`config.mk`:
```
export PLATFORM = sky130hd
export DESIGN_NAME = switched_var_whitening_filter_top
export DESIGN_NICKNAME = d
export VERILOG_FILES = /design/src/rtl/core/svwf_pkg.sv /design/src/rtl/core/switched_var_whitening_filter_top.sv /design/src/rtl/core/svwf_ram.sv /design/src/rtl/core/svwf_fifo.sv /design/src/rtl/core/svwf_front.sv /design/src/rtl/core/svwf_back.sv
export SDC_FILE = /design/constraint.sdc
export NUM_CORES = 2
export LEC_CHECK = 0
export BUFFER_PORTS_ARGS = -buffer_cell sky130_fd_sc_hd__buf_2
export CAP_MARGIN = 0
export CELL_PAD_IN_SITES_DETAIL_PLACEMENT = 1
export CELL_PAD_IN_SITES_GLOBAL_PLACEMENT = 1
export CORE_UTILIZATION = 33
export CTS_CLUSTER_SIZE = 10
export DETAILED_ROUTE_END_ITERATION = 16
export HOLD_SLACK_MARGIN = 0.05
export PLACE_DENSITY = 0.58
export SYNTH_ARGS = -nofsm -noshare
export SYNTH_HDL_FRONTEND = slang
export SYNTH_HIERARCHICAL = 1
export SYNTH_SLANG_ARGS = --single-unit
```
`constraint.sdc`:
```
create_clock -name clk -period 7.3 [get_ports clk]
set_input_delay 0.365 -clock clk [delete_from_list [all_inputs] [get_ports clk]]
set_output_delay 0.365 -clock clk [all_outputs]
set_load 0.02 [all_outputs]
```
`src/rtl/core/svwf_pkg.sv`:
```
// Shared types and constants for the switched whitening filter.
// No dependencies; every other file in rtl/core except svwf_ram uses this package.
`timescale 1ns / 1ps

package svwf_pkg;

  localparam int MAX_CHANNELS = 4;
  localparam int SAMPLE_W     = 16;
  localparam int ADDR_W       = 7;
  localparam int CFG_W        = 3;
  localparam int QUEUE_DEPTH  = 2;
  localparam int QUEUE_AW     = 1;

  typedef logic signed [SAMPLE_W-1:0] sample_t;

  typedef enum logic {
    CMD_LOAD,
    CMD_ROW
  } cmd_kind_t;

  typedef struct packed {
    cmd_kind_t                    kind;
    logic [ADDR_W-1:0]            addr;
    sample_t                      value;
    logic                         stim;
    logic                         emit;
    sample_t [MAX_CHANNELS-1:0]   sample;
  } cmd_t;

  typedef enum logic [1:0] {
    ST_IDLE,
    ST_RUN,
    ST_DRAIN,
    ST_FINISH
  } back_state_t;

endpackage

```
`src/rtl/core/switched_var_whitening_filter_top.sv`:
```
// Switched vector autoregressive whitening filter, top level.
// Depends on svwf_pkg, svwf_front, svwf_fifo, svwf_back and svwf_ram.
//
// Input channel (in_valid / in_stall): each request either loads one coefficient
// word (op = 0) or presents one time row of samples (op = 1). Output channel
// (out_valid / out_stall): one whitened row for every presented row whose emit
// flag is set. Loads and rows without emit give no output, but rows without
// emit still enter the history. The lag_count register is written through
// cfg_write_en / cfg_write_data by the user only while the block is idle; the
// block itself does not enforce this. A single shared multiplier walks every
// product in turn against the coefficient RAM's one read port, so the back part
// takes no new command until it has finished the current row. A two-entry
// command queue lets the front keep taking requests meanwhile.
// Reset (rst, synchronous, active high) clears the row history, the lag count
// and all handshake state; coefficients must be loaded before use.
// While out_stall holds a result, the back part waits to retire the next
// emitting row; the queue then fills and in_stall rises.
`timescale 1ns / 1ps

module switched_var_whitening_filter_top #(
  parameter int CHANNELS = 4,
  parameter int LAGS     = 4
) (
  input  logic                                clk,
  input  logic                                rst,
  input  logic                                cfg_write_en,
  input  logic [svwf_pkg::CFG_W-1:0]          cfg_write_data,
  input  logic                                in_valid,
  output logic                                in_stall,
  input  logic                                op,
  input  logic [svwf_pkg::ADDR_W-1:0]         coef_addr,
  input  svwf_pkg::sample_t                   coef_value,
  input  logic                                stim,
  input  logic                                emit,
  input  svwf_pkg::sample_t                   sample_0,
  input  svwf_pkg::sample_t                   sample_1,
  input  svwf_pkg::sample_t                   sample_2,
  input  svwf_pkg::sample_t                   sample_3,
  output logic                                out_valid,
  input  logic                                out_stall,
  output svwf_pkg::sample_t                   white_0,
  output svwf_pkg::sample_t                   white_1,
  output svwf_pkg::sample_t                   white_2,
  output svwf_pkg::sample_t                   white_3,
  output logic                                saturated
);
  import svwf_pkg::*;

  // Coefficient store holds both sets: stimulus first, then baseline.
  localparam int COEF_DEPTH = 2 * LAGS * CHANNELS * CHANNELS;
  localparam int COEF_AW    = (COEF_DEPTH > 1) ? $clog2(COEF_DEPTH) : 1;

  logic [CFG_W-1:0] lag_count;

  logic  q_push, q_full, q_pop, q_empty;
  cmd_t  q_cmd, q_head;

  logic                ram_we;
  logic [COEF_AW-1:0]  ram_waddr, ram_raddr;
  logic [SAMPLE_W-1:0] ram_wdata, ram_rdata;

  sample_t [MAX_CHANNELS-1:0] white;

  // The single configuration register.
  always_ff @(posedge clk) begin
    if (rst) begin
      lag_count <= '0;
    end else if (cfg_write_en) begin
      lag_count <= cfg_write_data;
    end
  end

  svwf_front #(
    .COEF_DEPTH (COEF_DEPTH)
  ) u_front (
    .in_valid   (in_valid),
    .in_stall   (in_stall),
    .op         (op),
    .coef_addr  (coef_addr),
    .coef_value (coef_value),
    .stim       (stim),
    .emit       (emit),
    .sample_0   (sample_0),
    .sample_1   (sample_1),
    .sample_2   (sample_2),
    .sample_3   (sample_3),
    .q_full     (q_full),
    .q_push     (q_push),
    .q_cmd      (q_cmd)
  );

  svwf_fifo u_fifo (
    .clk      (clk),
    .rst      (rst),
    .push     (q_push),
    .push_cmd (q_cmd),
    .full     (q_full),
    .pop      (q_pop),
    .head     (q_head),
    .empty    (q_empty)
  );

  svwf_ram #(
    .WIDTH (SAMPLE_W),
    .DEPTH (COEF_DEPTH),
    .AW    (COEF_AW)
  ) u_coef_ram (
    .clk   (clk),
    .we    (ram_we),
    .waddr (ram_waddr),
    .wdata (ram_wdata),
    .raddr (ram_raddr),
    .rdata (ram_rdata)
  );

  svwf_back #(
    .CHANNELS   (CHANNELS),
    .LAGS       (LAGS),
    .COEF_AW    (COEF_AW)
  ) u_back (
    .clk           (clk),
    .rst           (rst),
    .lag_count     (lag_count),
    .q_empty       (q_empty),
    .q_head        (q_head),
    .q_pop         (q_pop),
    .ram_we        (ram_we),
    .ram_waddr     (ram_waddr),
    .ram_wdata     (ram_wdata),
    .ram_raddr     (ram_raddr),
    .ram_rdata     (ram_rdata),
    .out_valid     (out_valid),
    .out_stall     (out_stall),
    .out_white     (white),
    .out_saturated (saturated)
  );

  assign white_0 = white[0];
  assign white_1 = white[1];
  assign white_2 = white[2];
  assign white_3 = white[3];

endmodule

```
`src/rtl/core/svwf_ram.sv`:
```
// Generic single-write, single-read RAM with a registered read port.
// No dependencies.
`timescale 1ns / 1ps

module svwf_ram #(
  parameter int WIDTH = 16,
  parameter int DEPTH = 128,
  parameter int AW    = 7
) (
  input  logic             clk,
  input  logic             we,
  input  logic [AW-1:0]    waddr,
  input  logic [WIDTH-1:0] wdata,
  input  logic [AW-1:0]    raddr,
  output logic [WIDTH-1:0] rdata
);

  logic [WIDTH-1:0] mem [DEPTH];

  always_ff @(posedge clk) begin
    if (we) begin
      mem[waddr] <= wdata;
    end
    rdata <= mem[raddr];
  end

endmodule

```
`src/rtl/core/svwf_fifo.sv`:
```
// Short command queue between the front and back parts of the filter.
// Depends on svwf_pkg for the command type and queue depth.
`timescale 1ns / 1ps

module svwf_fifo (
  input  logic           clk,
  input  logic           rst,
  input  logic           push,
  input  svwf_pkg::cmd_t push_cmd,
  output logic           full,
  input  logic           pop,
  output svwf_pkg::cmd_t head,
  output logic           empty
);
  import svwf_pkg::*;

  cmd_t                  slots [QUEUE_DEPTH];
  logic [QUEUE_AW-1:0]   wr_ptr;
  logic [QUEUE_AW-1:0]   rd_ptr;
  logic [QUEUE_AW:0]     count;

  assign full  = (count == (QUEUE_AW + 1)'(QUEUE_DEPTH));
  assign empty = (count == '0);
  assign head  = slots[rd_ptr];

  always_ff @(posedge clk) begin
    if (rst) begin
      wr_ptr <= '0;
      rd_ptr <= '0;
      count  <= '0;
    end else begin
      if (push) begin
        wr_ptr <= wr_ptr + 1'b1;
      end
      if (pop) begin
        rd_ptr <= rd_ptr + 1'b1;
      end
      if (push && !pop) begin
        count <= count + 1'b1;
      end else if (pop && !push) begin
        count <= count - 1'b1;
      end
    end
  end

  always_ff @(posedge clk) begin
    if (push) begin
      slots[wr_ptr] <= push_cmd;
    end
  end

endmodule

```
`src/rtl/core/svwf_front.sv`:
```
// Front part: accepts requests, classifies them and queues commands.
// Depends on svwf_pkg; out-of-range coefficient loads are dropped here.
`timescale 1ns / 1ps

module svwf_front #(
  parameter int COEF_DEPTH = 128
) (
  input  logic                          in_valid,
  output logic                          in_stall,
  input  logic                          op,
  input  logic [svwf_pkg::ADDR_W-1:0]   coef_addr,
  input  svwf_pkg::sample_t             coef_value,
  input  logic                          stim,
  input  logic                          emit,
  input  svwf_pkg::sample_t             sample_0,
  input  svwf_pkg::sample_t             sample_1,
  input  svwf_pkg::sample_t             sample_2,
  input  svwf_pkg::sample_t             sample_3,
  input  logic                          q_full,
  output logic                          q_push,
  output svwf_pkg::cmd_t                q_cmd
);
  import svwf_pkg::*;

  logic accept;
  logic in_range;

  assign in_stall = q_full;
  assign accept   = in_valid && !q_full;
  assign in_range = (32'(coef_addr) < COEF_DEPTH);

  // A row always goes on; a load goes on only if its address exists.
  assign q_push = accept && (op || in_range);

  always_comb begin
    q_cmd.kind      = op ? CMD_ROW : CMD_LOAD;
    q_cmd.addr      = coef_addr;
    q_cmd.value     = coef_value;
    q_cmd.stim      = stim;
    q_cmd.emit      = emit;
    q_cmd.sample[0] = sample_0;
    q_cmd.sample[1] = sample_1;
    q_cmd.sample[2] = sample_2;
    q_cmd.sample[3] = sample_3;
  end

endmodule

```
`src/rtl/core/svwf_back.sv`:
```
// Back part: coefficient writes, the shared multiply-accumulate sequence,
// the row history and the output register. Depends on svwf_pkg.
`timescale 1ns / 1ps

module svwf_back #(
  parameter int CHANNELS   = 4,
  parameter int LAGS       = 4,
  parameter int COEF_AW    = 7
) (
  input  logic                                      clk,
  input  logic                                      rst,
  input  logic [svwf_pkg::CFG_W-1:0]                lag_count,
  input  logic                                      q_empty,
  input  svwf_pkg::cmd_t                            q_head,
  output logic                                      q_pop,
  output logic                                      ram_we,
  output logic [COEF_AW-1:0]                        ram_waddr,
  output logic [svwf_pkg::SAMPLE_W-1:0]             ram_wdata,
  output logic [COEF_AW-1:0]                        ram_raddr,
  input  logic [svwf_pkg::SAMPLE_W-1:0]             ram_rdata,
  output logic                                      out_valid,
  input  logic                                      out_stall,
  output svwf_pkg::sample_t [svwf_pkg::MAX_CHANNELS-1:0] out_white,
  output logic                                      out_saturated
);
  import svwf_pkg::*;

  localparam int CW    = (CHANNELS > 1) ? $clog2(CHANNELS) : 1;
  localparam int LW    = (LAGS > 1) ? $clog2(LAGS) : 1;
  localparam int LCW   = $clog2(LAGS + 1);
  localparam int ACC_W = 2 * SAMPLE_W + $clog2(LAGS * CHANNELS + 1) + 1;
  localparam int FRAC  = 14;

  localparam logic signed [ACC_W-1:0] HALF    = ACC_W'(1 << (FRAC - 1));
  localparam logic signed [ACC_W-1:0] MAX_POS = ACC_W'(32767);
  localparam logic signed [ACC_W-1:0] MIN_NEG = -ACC_W'(32768);

  back_state_t state, state_next;

  cmd_t        cur;
  logic [CW-1:0] pc, qc;
  logic [LW-1:0] lc;
  logic [LCW-1:0] lags_eff;
  logic [LW-1:0]  lag_last;
  logic           issue;
  logic           fire;
  logic           out_free;
  logic           run_done;

  sample_t       hist [LAGS][CHANNELS];
  logic [LAGS-1:0] stim_hist;
  sample_t       white [CHANNELS];
  sample_t [MAX_CHANNELS-1:0] white_pad;
  logic          sat;

  // Multiply-accumulate pipeline: issue, product, accumulate, round.
  logic          s1_valid, s2_valid, s3_valid;
  sample_t       s1_sample;
  logic          s1_first, s1_last, s2_first, s2_last;
  logic [CW-1:0] s1_ch, s2_ch, s3_ch;
  logic signed [2*SAMPLE_W-1:0] prod;
  logic signed [ACC_W-1:0]      acc, acc_in, prod_ext, rsum, rq;
  sample_t                      sat_val;
  logic                         clip;
  int                           idx;

  assign lags_eff = (32'(lag_count) > LAGS) ? LCW'(LAGS) : LCW'(lag_count);
  assign lag_last = LW'(lags_eff - 1'b1);
  assign out_free = !out_valid || !out_stall;
  assign run_done = (pc == CW'(CHANNELS - 1)) && (lc == lag_last) &&
                    (qc == CW'(CHANNELS - 1));

  always_comb begin
    idx = ((int'(!stim_hist[lc]) * LAGS + int'(lc)) * CHANNELS + int'(qc)) * CHANNELS
          + int'(pc);
  end

  assign ram_raddr = COEF_AW'(idx);
  assign ram_waddr = COEF_AW'(q_head.addr);
  assign ram_wdata = q_head.value;

  // Next state.
  always_comb begin
    state_next = state;
    case (state)
      ST_IDLE: begin
        if (!q_empty && q_head.kind == CMD_ROW) begin
          if (q_head.emit && lags_eff != '0) begin
            state_next = ST_RUN;
          end else begin
            state_next = ST_FINISH;
          end
        end
      end
      ST_RUN: begin
        if (run_done) begin
          state_next = ST_DRAIN;
        end
      end
      ST_DRAIN: begin
        if (!s1_valid && !s2_valid && !s3_valid) begin
          state_next = ST_FINISH;
        end
      end
      ST_FINISH: begin
        if (!cur.emit || out_free) begin
          state_next = ST_IDLE;
        end
      end
      default: state_next = ST_IDLE;
    endcase
  end

  // State outputs.
  always_comb begin
    q_pop  = 1'b0;
    ram_we = 1'b0;
    issue  = 1'b0;
    fire   = 1'b0;
    case (state)
      ST_IDLE: begin
        q_pop  = !q_empty;
        ram_we = !q_empty && (q_head.kind == CMD_LOAD);
      end
      ST_RUN:    issue = 1'b1;
      ST_DRAIN:  ;
      ST_FINISH: fire = !cur.emit || out_free;
      default:   ;
    endcase
  end

  // Accumulate and round.
  always_comb begin
    prod_ext = ACC_W'(prod);
    acc_in   = s2_first ? (ACC_W'($signed(cur.sample[s2_ch])) <<< FRAC) : acc;
    rsum     = acc + HALF;
    rq       = rsum >>> FRAC;
    clip     = 1'b0;
    if (rq > MAX_POS) begin
      sat_val = sample_t'(MAX_POS);
      clip    = 1'b1;
    end else if (rq < MIN_NEG) begin
      sat_val = sample_t'(MIN_NEG);
      clip    = 1'b1;
    end else begin
      sat_val = sample_t'(rq);
    end
  end

  // Channels beyond CHANNELS always read zero.
  always_comb begin
    white_pad = '0;
    for (int c = 0; c < CHANNELS; c++) begin
      white_pad[c] = white[c];
    end
  end

  always_ff @(posedge clk) begin
    if (rst) begin
      state     <= ST_IDLE;
      s1_valid  <= 1'b0;
      s2_valid  <= 1'b0;
      s3_valid  <= 1'b0;
      out_valid <= 1'b0;
      stim_hist <= '0;
      for (int l = 0; l < LAGS; l++) begin
        for (int c = 0; c < CHANNELS; c++) begin
          hist[l][c] <= '0;
        end
      end
    end else begin
      state    <= state_next;
      s1_valid <= issue;
      s2_valid <= s1_valid;
      s3_valid <= s2_valid && s2_last;
      if (fire && cur.emit) begin
        out_valid <= 1'b1;
      end else if (!out_stall) begin
        out_valid <= 1'b0;
      end
      if (fire) begin
        for (int l = LAGS - 1; l > 0; l--) begin
          for (int c = 0; c < CHANNELS; c++) begin
            hist[l][c] <= hist[l-1][c];
          end
        end
        for (int c = 0; c < CHANNELS; c++) begin
          hist[0][c] <= cur.sample[c];
        end
        stim_hist <= LAGS'({stim_hist, cur.stim});
      end
    end
  end

  always_ff @(posedge clk) begin
    if (q_pop && q_head.kind == CMD_ROW) begin
      cur <= q_head;
      pc  <= '0;
      lc  <= '0;
      qc  <= '0;
      sat <= 1'b0;
      for (int c = 0; c < CHANNELS; c++) begin
        white[c] <= q_head.sample[c];
      end
    end
    if (issue) begin
      s1_sample <= hist[lc][qc];
      s1_first  <= (lc == '0) && (qc == '0);
      s1_last   <= (lc == lag_last) && (qc == CW'(CHANNELS - 1));
      s1_ch     <= pc;
      if (qc == CW'(CHANNELS - 1)) begin
        qc <= '0;
        if (lc == lag_last) begin
          lc <= '0;
          pc <= pc + 1'b1;
        end else begin
          lc <= lc + 1'b1;
        end
      end else begin
        qc <= qc + 1'b1;
      end
    end
    prod     <= s1_sample * $signed(ram_rdata);
    s2_first <= s1_first;
    s2_last  <= s1_last;
    s2_ch    <= s1_ch;
    if (s2_valid) begin
      acc   <= acc_in - prod_ext;
      s3_ch <= s2_ch;
    end
    if (s3_valid) begin
      white[s3_ch] <= sat_val;
      if (clip) begin
        sat <= 1'b1;
      end
    end
    if (fire && cur.emit) begin
      out_white     <= white_pad;
      out_saturated <= sat;
    end
  end

endmodule
```
Word level (Yosys, flattened, before mapping)

Memory sizes are Yosys's and may differ from the RTL's. A register that Yosys moved wholly into a read port is not among the register bits.
Cells that the tools add are included.

Register bits: 187
Bits in writable memories: 2548
Input bits: 98
Output and inout bits: 67
Logic and storage cells: 194
Memories kept: 4

Memories:

| name           | words | bits a word | rd ports | clocked after Yosys merged registers in | wr ports | line            | RTL |
|---|---|---|---|---|---|---|---|
| u_coef_ram.mem | 128   | 16          | 1        | 1                                       | 1        | svwf_ram.sv:18  | `logic [WIDTH-1:0] mem [DEPTH];` |
| u_back.hist    | 4     | 64          | 4        | 1                                       | 4        | svwf_back.sv:50 | `sample_t hist [LAGS][CHANNELS];` |
| u_fifo.slots   | 2     | 90          | 1        | 1                                       | 1        | svwf_fifo.sv:17 | `cmd_t slots [QUEUE_DEPTH];` |
| u_back.white   | 4     | 16          | 4        | 4                                       | 5        | svwf_back.sv:52 | `sample_t white [CHANNELS];` |

$add $sub $neg: 13
Multipliers: 1
Order comparisons: 6
Eq/ne operators: 12
Muxes and demuxes: 73
Bitwise gates (word level): 18
Reduce and logical (&&, ||, !) cells: 36

Operators by type and width:

| kind                                                             | number |
|---|---|
| two-way mux 16 bit                                               | 21 |
| binary-select mux 16 bit (select 2 bit)                          | 2 |
| adder 38 x 15 -> 38 bit (second input constant)                  | 1 |
| two-way mux 38 bit                                               | 1 |
| subtractor 38 x 32 -> 38 bit                                     | 1 |
| two-way mux 2 bit                                                | 18 |
| multiplier 16 x 16 -> 32 bit                                     | 1 |
| two-way mux 1 bit                                                | 28 |
| greater-than comparator 24 x 16 -> 1 bit (second input constant) | 1 |
| less-than comparator 24 x 16 -> 1 bit (second input constant)    | 1 |
| bitwise OR 1 bit                                                 | 16 |
| logical AND 1 bit                                                | 15 |
| zero test 1 bit                                                  | 11 |
| == test 2 bit (second input constant)                            | 5 |
| != test 2 x 1 -> 1 bit (second input constant)                   | 5 |
| adder 2 x 1 -> 2 bit (second input constant)                     | 4 |
| zero test 2 bit                                                  | 4 |
| case mux 2 bit (4 select lines)                                  | 1 |
| adder 7 x 3 -> 7 bit                                             | 1 |
| less-than comparator 2 x 3 -> 1 bit (second input constant)      | 2 |
| adder 5 x 3 -> 5 bit                                             | 1 |
| AND reduction 4 bit                                              | 1 |
| nonzero test 2 bit                                               | 2 |
| subtractor 2 x 1 -> 2 bit (second input constant)                | 2 |
| 12 further kinds                                                 | 14 |

Depth between registers and ports, before layout

Depth after elaboration: 8
Depth in mapped cells: 24
Depth with buffers taken out: 23

Cells and area by module

The synthesis kept the hierarchy.

By module, submodules not included:

| module                            | times used | cells each | area each (um2) | sequential area each (um2) |
|---|---|---|---|---|
| svwf_ram                          | 1          | 3086       | 78522.8         | 61819.3 |
| svwf_back                         | 1          | 2786       | 34683.3         | 16425.8 |
| svwf_fifo                         | 1          | 302        | 6735.2          | 5505.3 |
| svwf_front                        | 1          | 92         | 696.9           | 0.0 |
| switched_var_whitening_filter_top | 1          | 9          | 101.3           | 60.1 |

Worst setup path after synthesis

OpenSTA, ideal clock, no wires.

Kind: input to register
Start point: input rst
End point: memory u_back/hist[0][0] (netlist bit) (enable)
Library setup time: 0.663 ns
Arrival: 6.767 ns
Required time: 6.637 ns
Setup slack: -0.130 ns
Stages: 2
Buffers on the path: 1
Cell sequence: clkbuf_1 -> nand2b_1

RTL lines:

| item            | line                                    | RTL |
|---|---|---|
| start, declared | switched_var_whitening_filter_top.sv:25 | `input logic rst,` |
| end, declared   | svwf_back.sv:50                         |  |

Final worst setup path

Start point: register u_back.s1_sample[8]
End point: register u_back.prod[28]

Cells in the longest elaborated chain, start to end: 1

RTL lines:

| item                         | line             | RTL |
|---|---|---|
| start, declared              | svwf_back.sv:58  | `sample_t s1_sample;` |
| start signal, assigned       | svwf_back.sv:207 | `s1_sample <= hist[lc][qc];` |
| multiplier 16 x 16 -> 32 bit | svwf_back.sv:223 | `prod <= s1_sample * $signed(ram_rdata);` |
| end signal, assigned         | svwf_back.sv:223 |  |
| end, declared                | svwf_back.sv:61  | `logic signed [2*SAMPLE_W-1:0] prod;` |

No other way between the ends.
A chain may end at the register's enable or synchronous reset.

==> flow_summary.yaml <==
synthesis:
  synthArstFlopShare_pct: 0
  synthCells: 6275
  syn_area_mm2: 0.121
  yosysWarnings: 6
  synth_seq_cells: 2816
  syn_nets: 6766
  syn_avg_cell_area_um2: 19.2
  ys_types: 73
  ys_seq_area_share_pct: 69.4
  synth_edf_count: 2741
  synth_top_flop_cell: "edfxtp_1"
routing:
  first_pass_iters: 5
  ant_nets: 0
  routed_wl_mm: 323
  vias_per_cell: 5.14
  wl_per_cell_um: 27.8
  drc: 0
  vias: 59700
  drt_iter0_drc: 5026
worst_setup_path:
  rrSetupSlack_ns: 0.41
  ff2ff_path_depth: 18
  crit_fanout: 16
  cp_slowest_stage_delay_ns: 0.83
  reg2reg_to: "u_back/prod[28]$_DFF_P_"
  cp_common_cell: "fa_1"
  path_cells: "nand2_1 > fa_1 > fa_1 > fa_1 > fa_1 > inv_1 > fa_1 > inv_1 > fa_1 > inv_1 > ha_1 > or3b_2 > a41oi_1 > o2111ai_1 > a21oi_1 > o221ai_1 > a21bo_2 > a211oi_1"
  critPathLaunchType: "flip-flop"
  startpoint: "u_back/s1_sample[8]$_DFFE_PP_"
  slowest_stage: "edfxtp_1"
  path_class: "flip-flop to flip-flop"
  cp.arrival_ns: 7.67
  critical_path.endpoint_type: "flip-flop"
  r2r_start: "u_back/s1_sample[8]$_DFFE_PP_"
  crit_required_ns: 8.08
  endpoint: "u_back/prod[28]$_DFF_P_"
finish:
  area_growth_pct: 14.2
  layout_common_cells: "edfxtp_1 (2741), mux4_2 (769), and2_1 (391), inv_1 (387), clkbuf_16 (341)"
  fin_nets: 7184
  multi_input_area_mm2: 0.0336
  fill_cells: 35500
  finish.utilization_pct: 38.0
  drive_gt1_share_pct: 25.1
  layout_commonest_cell: "edfxtp_1"
  regArea_mm2: 0.0838
worst_hold_path:
  hp-class: "input port to flip-flop"
sta:
  fmax_mhz: 145
  fin_crit_sh_pct: 94.4
  drv_slew: 0
  slew_headroom_pct: 12.6
  fin_crit_ns: 6.89
  setup_viol: 0
  holdWs_ns: 0.203
  tns_ns: 0
  rsz0062_at_grt: "false"
  fin_skew_ns: 0.0710
  hold_violations: 0
  worstMarginPinSlew_ns: 1.31
clock_tree:
  insertion_delay_ns: 0.93
  htree_levels: 5
  cts_setup_buffers: 0
  cts_made_buffers: 332
  clockRootBuffer: "clkbuf_16"
  cts_buffer_depth: 4
  clock-sinks: 2816
  cts.reportedPaths.clkPinSlew_ns: 0.06
  cts_tree: "built"
floorplanning:
  core_mm2: 0.363
  die_h_um: 607
  initial_core_util_pct: 33.2
  die_w_um: 607
  design.die.area_mm2: 0.368
  num_rows: 221
  ios: 165
global_routing:
  grt_first_pass_wirelength_mm: 466
  grt_start_max_net_pins: 257
  track_usage_pct: 17.5
  grt_pass1_vias: 64500
  antenna_found_initial: 16
  grt_overflow: 0
job:
  cap_violations: 0
placement:
  io_buffers: 164
  dp_hpwl_mm: 199
  gp_congestion: 0.793
status:
  status: "completed"
==> cell usage after synthesis, drive strengths merged (5+ instances only) <==
cell    instances  area share [%]
edfxtp       2741              68
mux4          769              14
and2          392             2.0
inv           390             1.2
fa            263             4.4
nand2         236            0.74
buf           220             1.2
nor2          196            0.61
clkbuf        172            0.53
ha            130             1.3
mux2          122             1.1
o21ai         103            0.43
a21oi          96            0.43
dfxtp          75             1.2
xnor2          60            0.44
nand3          46            0.19
nor2b          31            0.17
xor2           27            0.20
nor3           26            0.12
nand2b         24            0.12
a21o           22            0.14
nand4          16           0.083
a211oi         10           0.062
mux2i          10           0.083
and3            9           0.047
o211ai          7           0.044
or3             7           0.036
a31oi           6           0.044
o31ai           6           0.049
and4            5           0.036
==> layout make-up <==
class,instances,share of cell area [%]
clock inverters,41,0.389
clock buffers,407,6.39
inverters,390,1.06
diodes,10,0.0181
multi-input cells,2677,24.4
flip-flops and latches,2816,60.8
repair buffers,476,2.65
well taps,4794,4.35
==> metrics by stage <==
step | worst slack (ns) | instances | instance area (µm²)
final | 0.408 | 11600 | 138000
after global routing | 0.108 | 11600 | 138000
after CTS | 0.382 | 11600 | 138000
after detailed placement | 0.381 | 11100 | 128000
after global placement | 0.526 | 11100 | 128000
after floorplan | 1.23 | 6275 | 121000
==> state kept, by name, summed over array words and instances (netlist names), 3 cells and up, named ones only <==
register / cells
lag_count: 3
u_fifo/slots: 180
u_back/white: 64
u_back/prod: 32
u_back/s1_sample: 16
u_back/cur: 66
u_coef_ram/rdata: 16
u_back/out_white: 64
u_coef_ram/mem: 2048
u_back/stim_hist: 4
u_back/acc: 38
u_back/hist: 256
==> worst min path at each step <==
stage | start | to | depth (start not counted)
floorplan | u_back/s1_ch[0]$_DFFE_PP_ | u_back/s2_ch[0]$_DFF_P_ | 0
global placement | u_back/s1_last$_DFFE_PP_ | u_back/s2_last$_DFF_P_ | 0
detailed placement | u_back/s1_last$_DFFE_PP_ | u_back/s2_last$_DFF_P_ | 0
CTS | coef_addr[2] | u_fifo/slots[0][84]$_DFFE_PP_ | 2
global route | coef_addr[1] | u_fifo/slots[1][83]$_DFFE_PP_ | 2
finish | coef_value[8] | u_fifo/slots[1][74]$_DFFE_PP_ | 2
==> routing by layer <==
layer	share of wire [%]	track usage, %	wire (µm)
met2	51	30.3	165000
met5	0	0	0
met4	2.2	4.09	7060
met1	42	23.4	137000
met3	4.3	1.94	14000
==> worst max-delay path: cells and delay by family (launching register included) <==
family	cells	cell delay (ns)
buffers and inverters	3	0.16
DFF	1	0.83
and+or+nand+nor	2	0.63
AOI/OAI and AO/OA	6	1.76
adders and majority gates	7	3.39
==> cells by family after synthesis <==
family | Yosys count | synth area share (%)
AND/OR/NAND/NOR | 1009 | 4.31
XOR/XNOR | 87 | 0.631
buffers and inverters | 782 | 2.92
adder cells (fa/ha/maj) | 393 | 5.71
AO/OA/AOI/OAI | 287 | 1.45
multiplexers | 901 | 15.6
flip-flops | 2816 | 69.4
==> timing repair <==
item / in CTS / in global routing
endpoints found under the hold margin: 198 / 0
hold buffers: 103 / 0
endpoints found under the setup margin: 0 / 0
resized for setup: 0 / 0
Power is not shown: default switching activity piles up to over one toggle a cycle in this logic, so the estimate is an artifact.
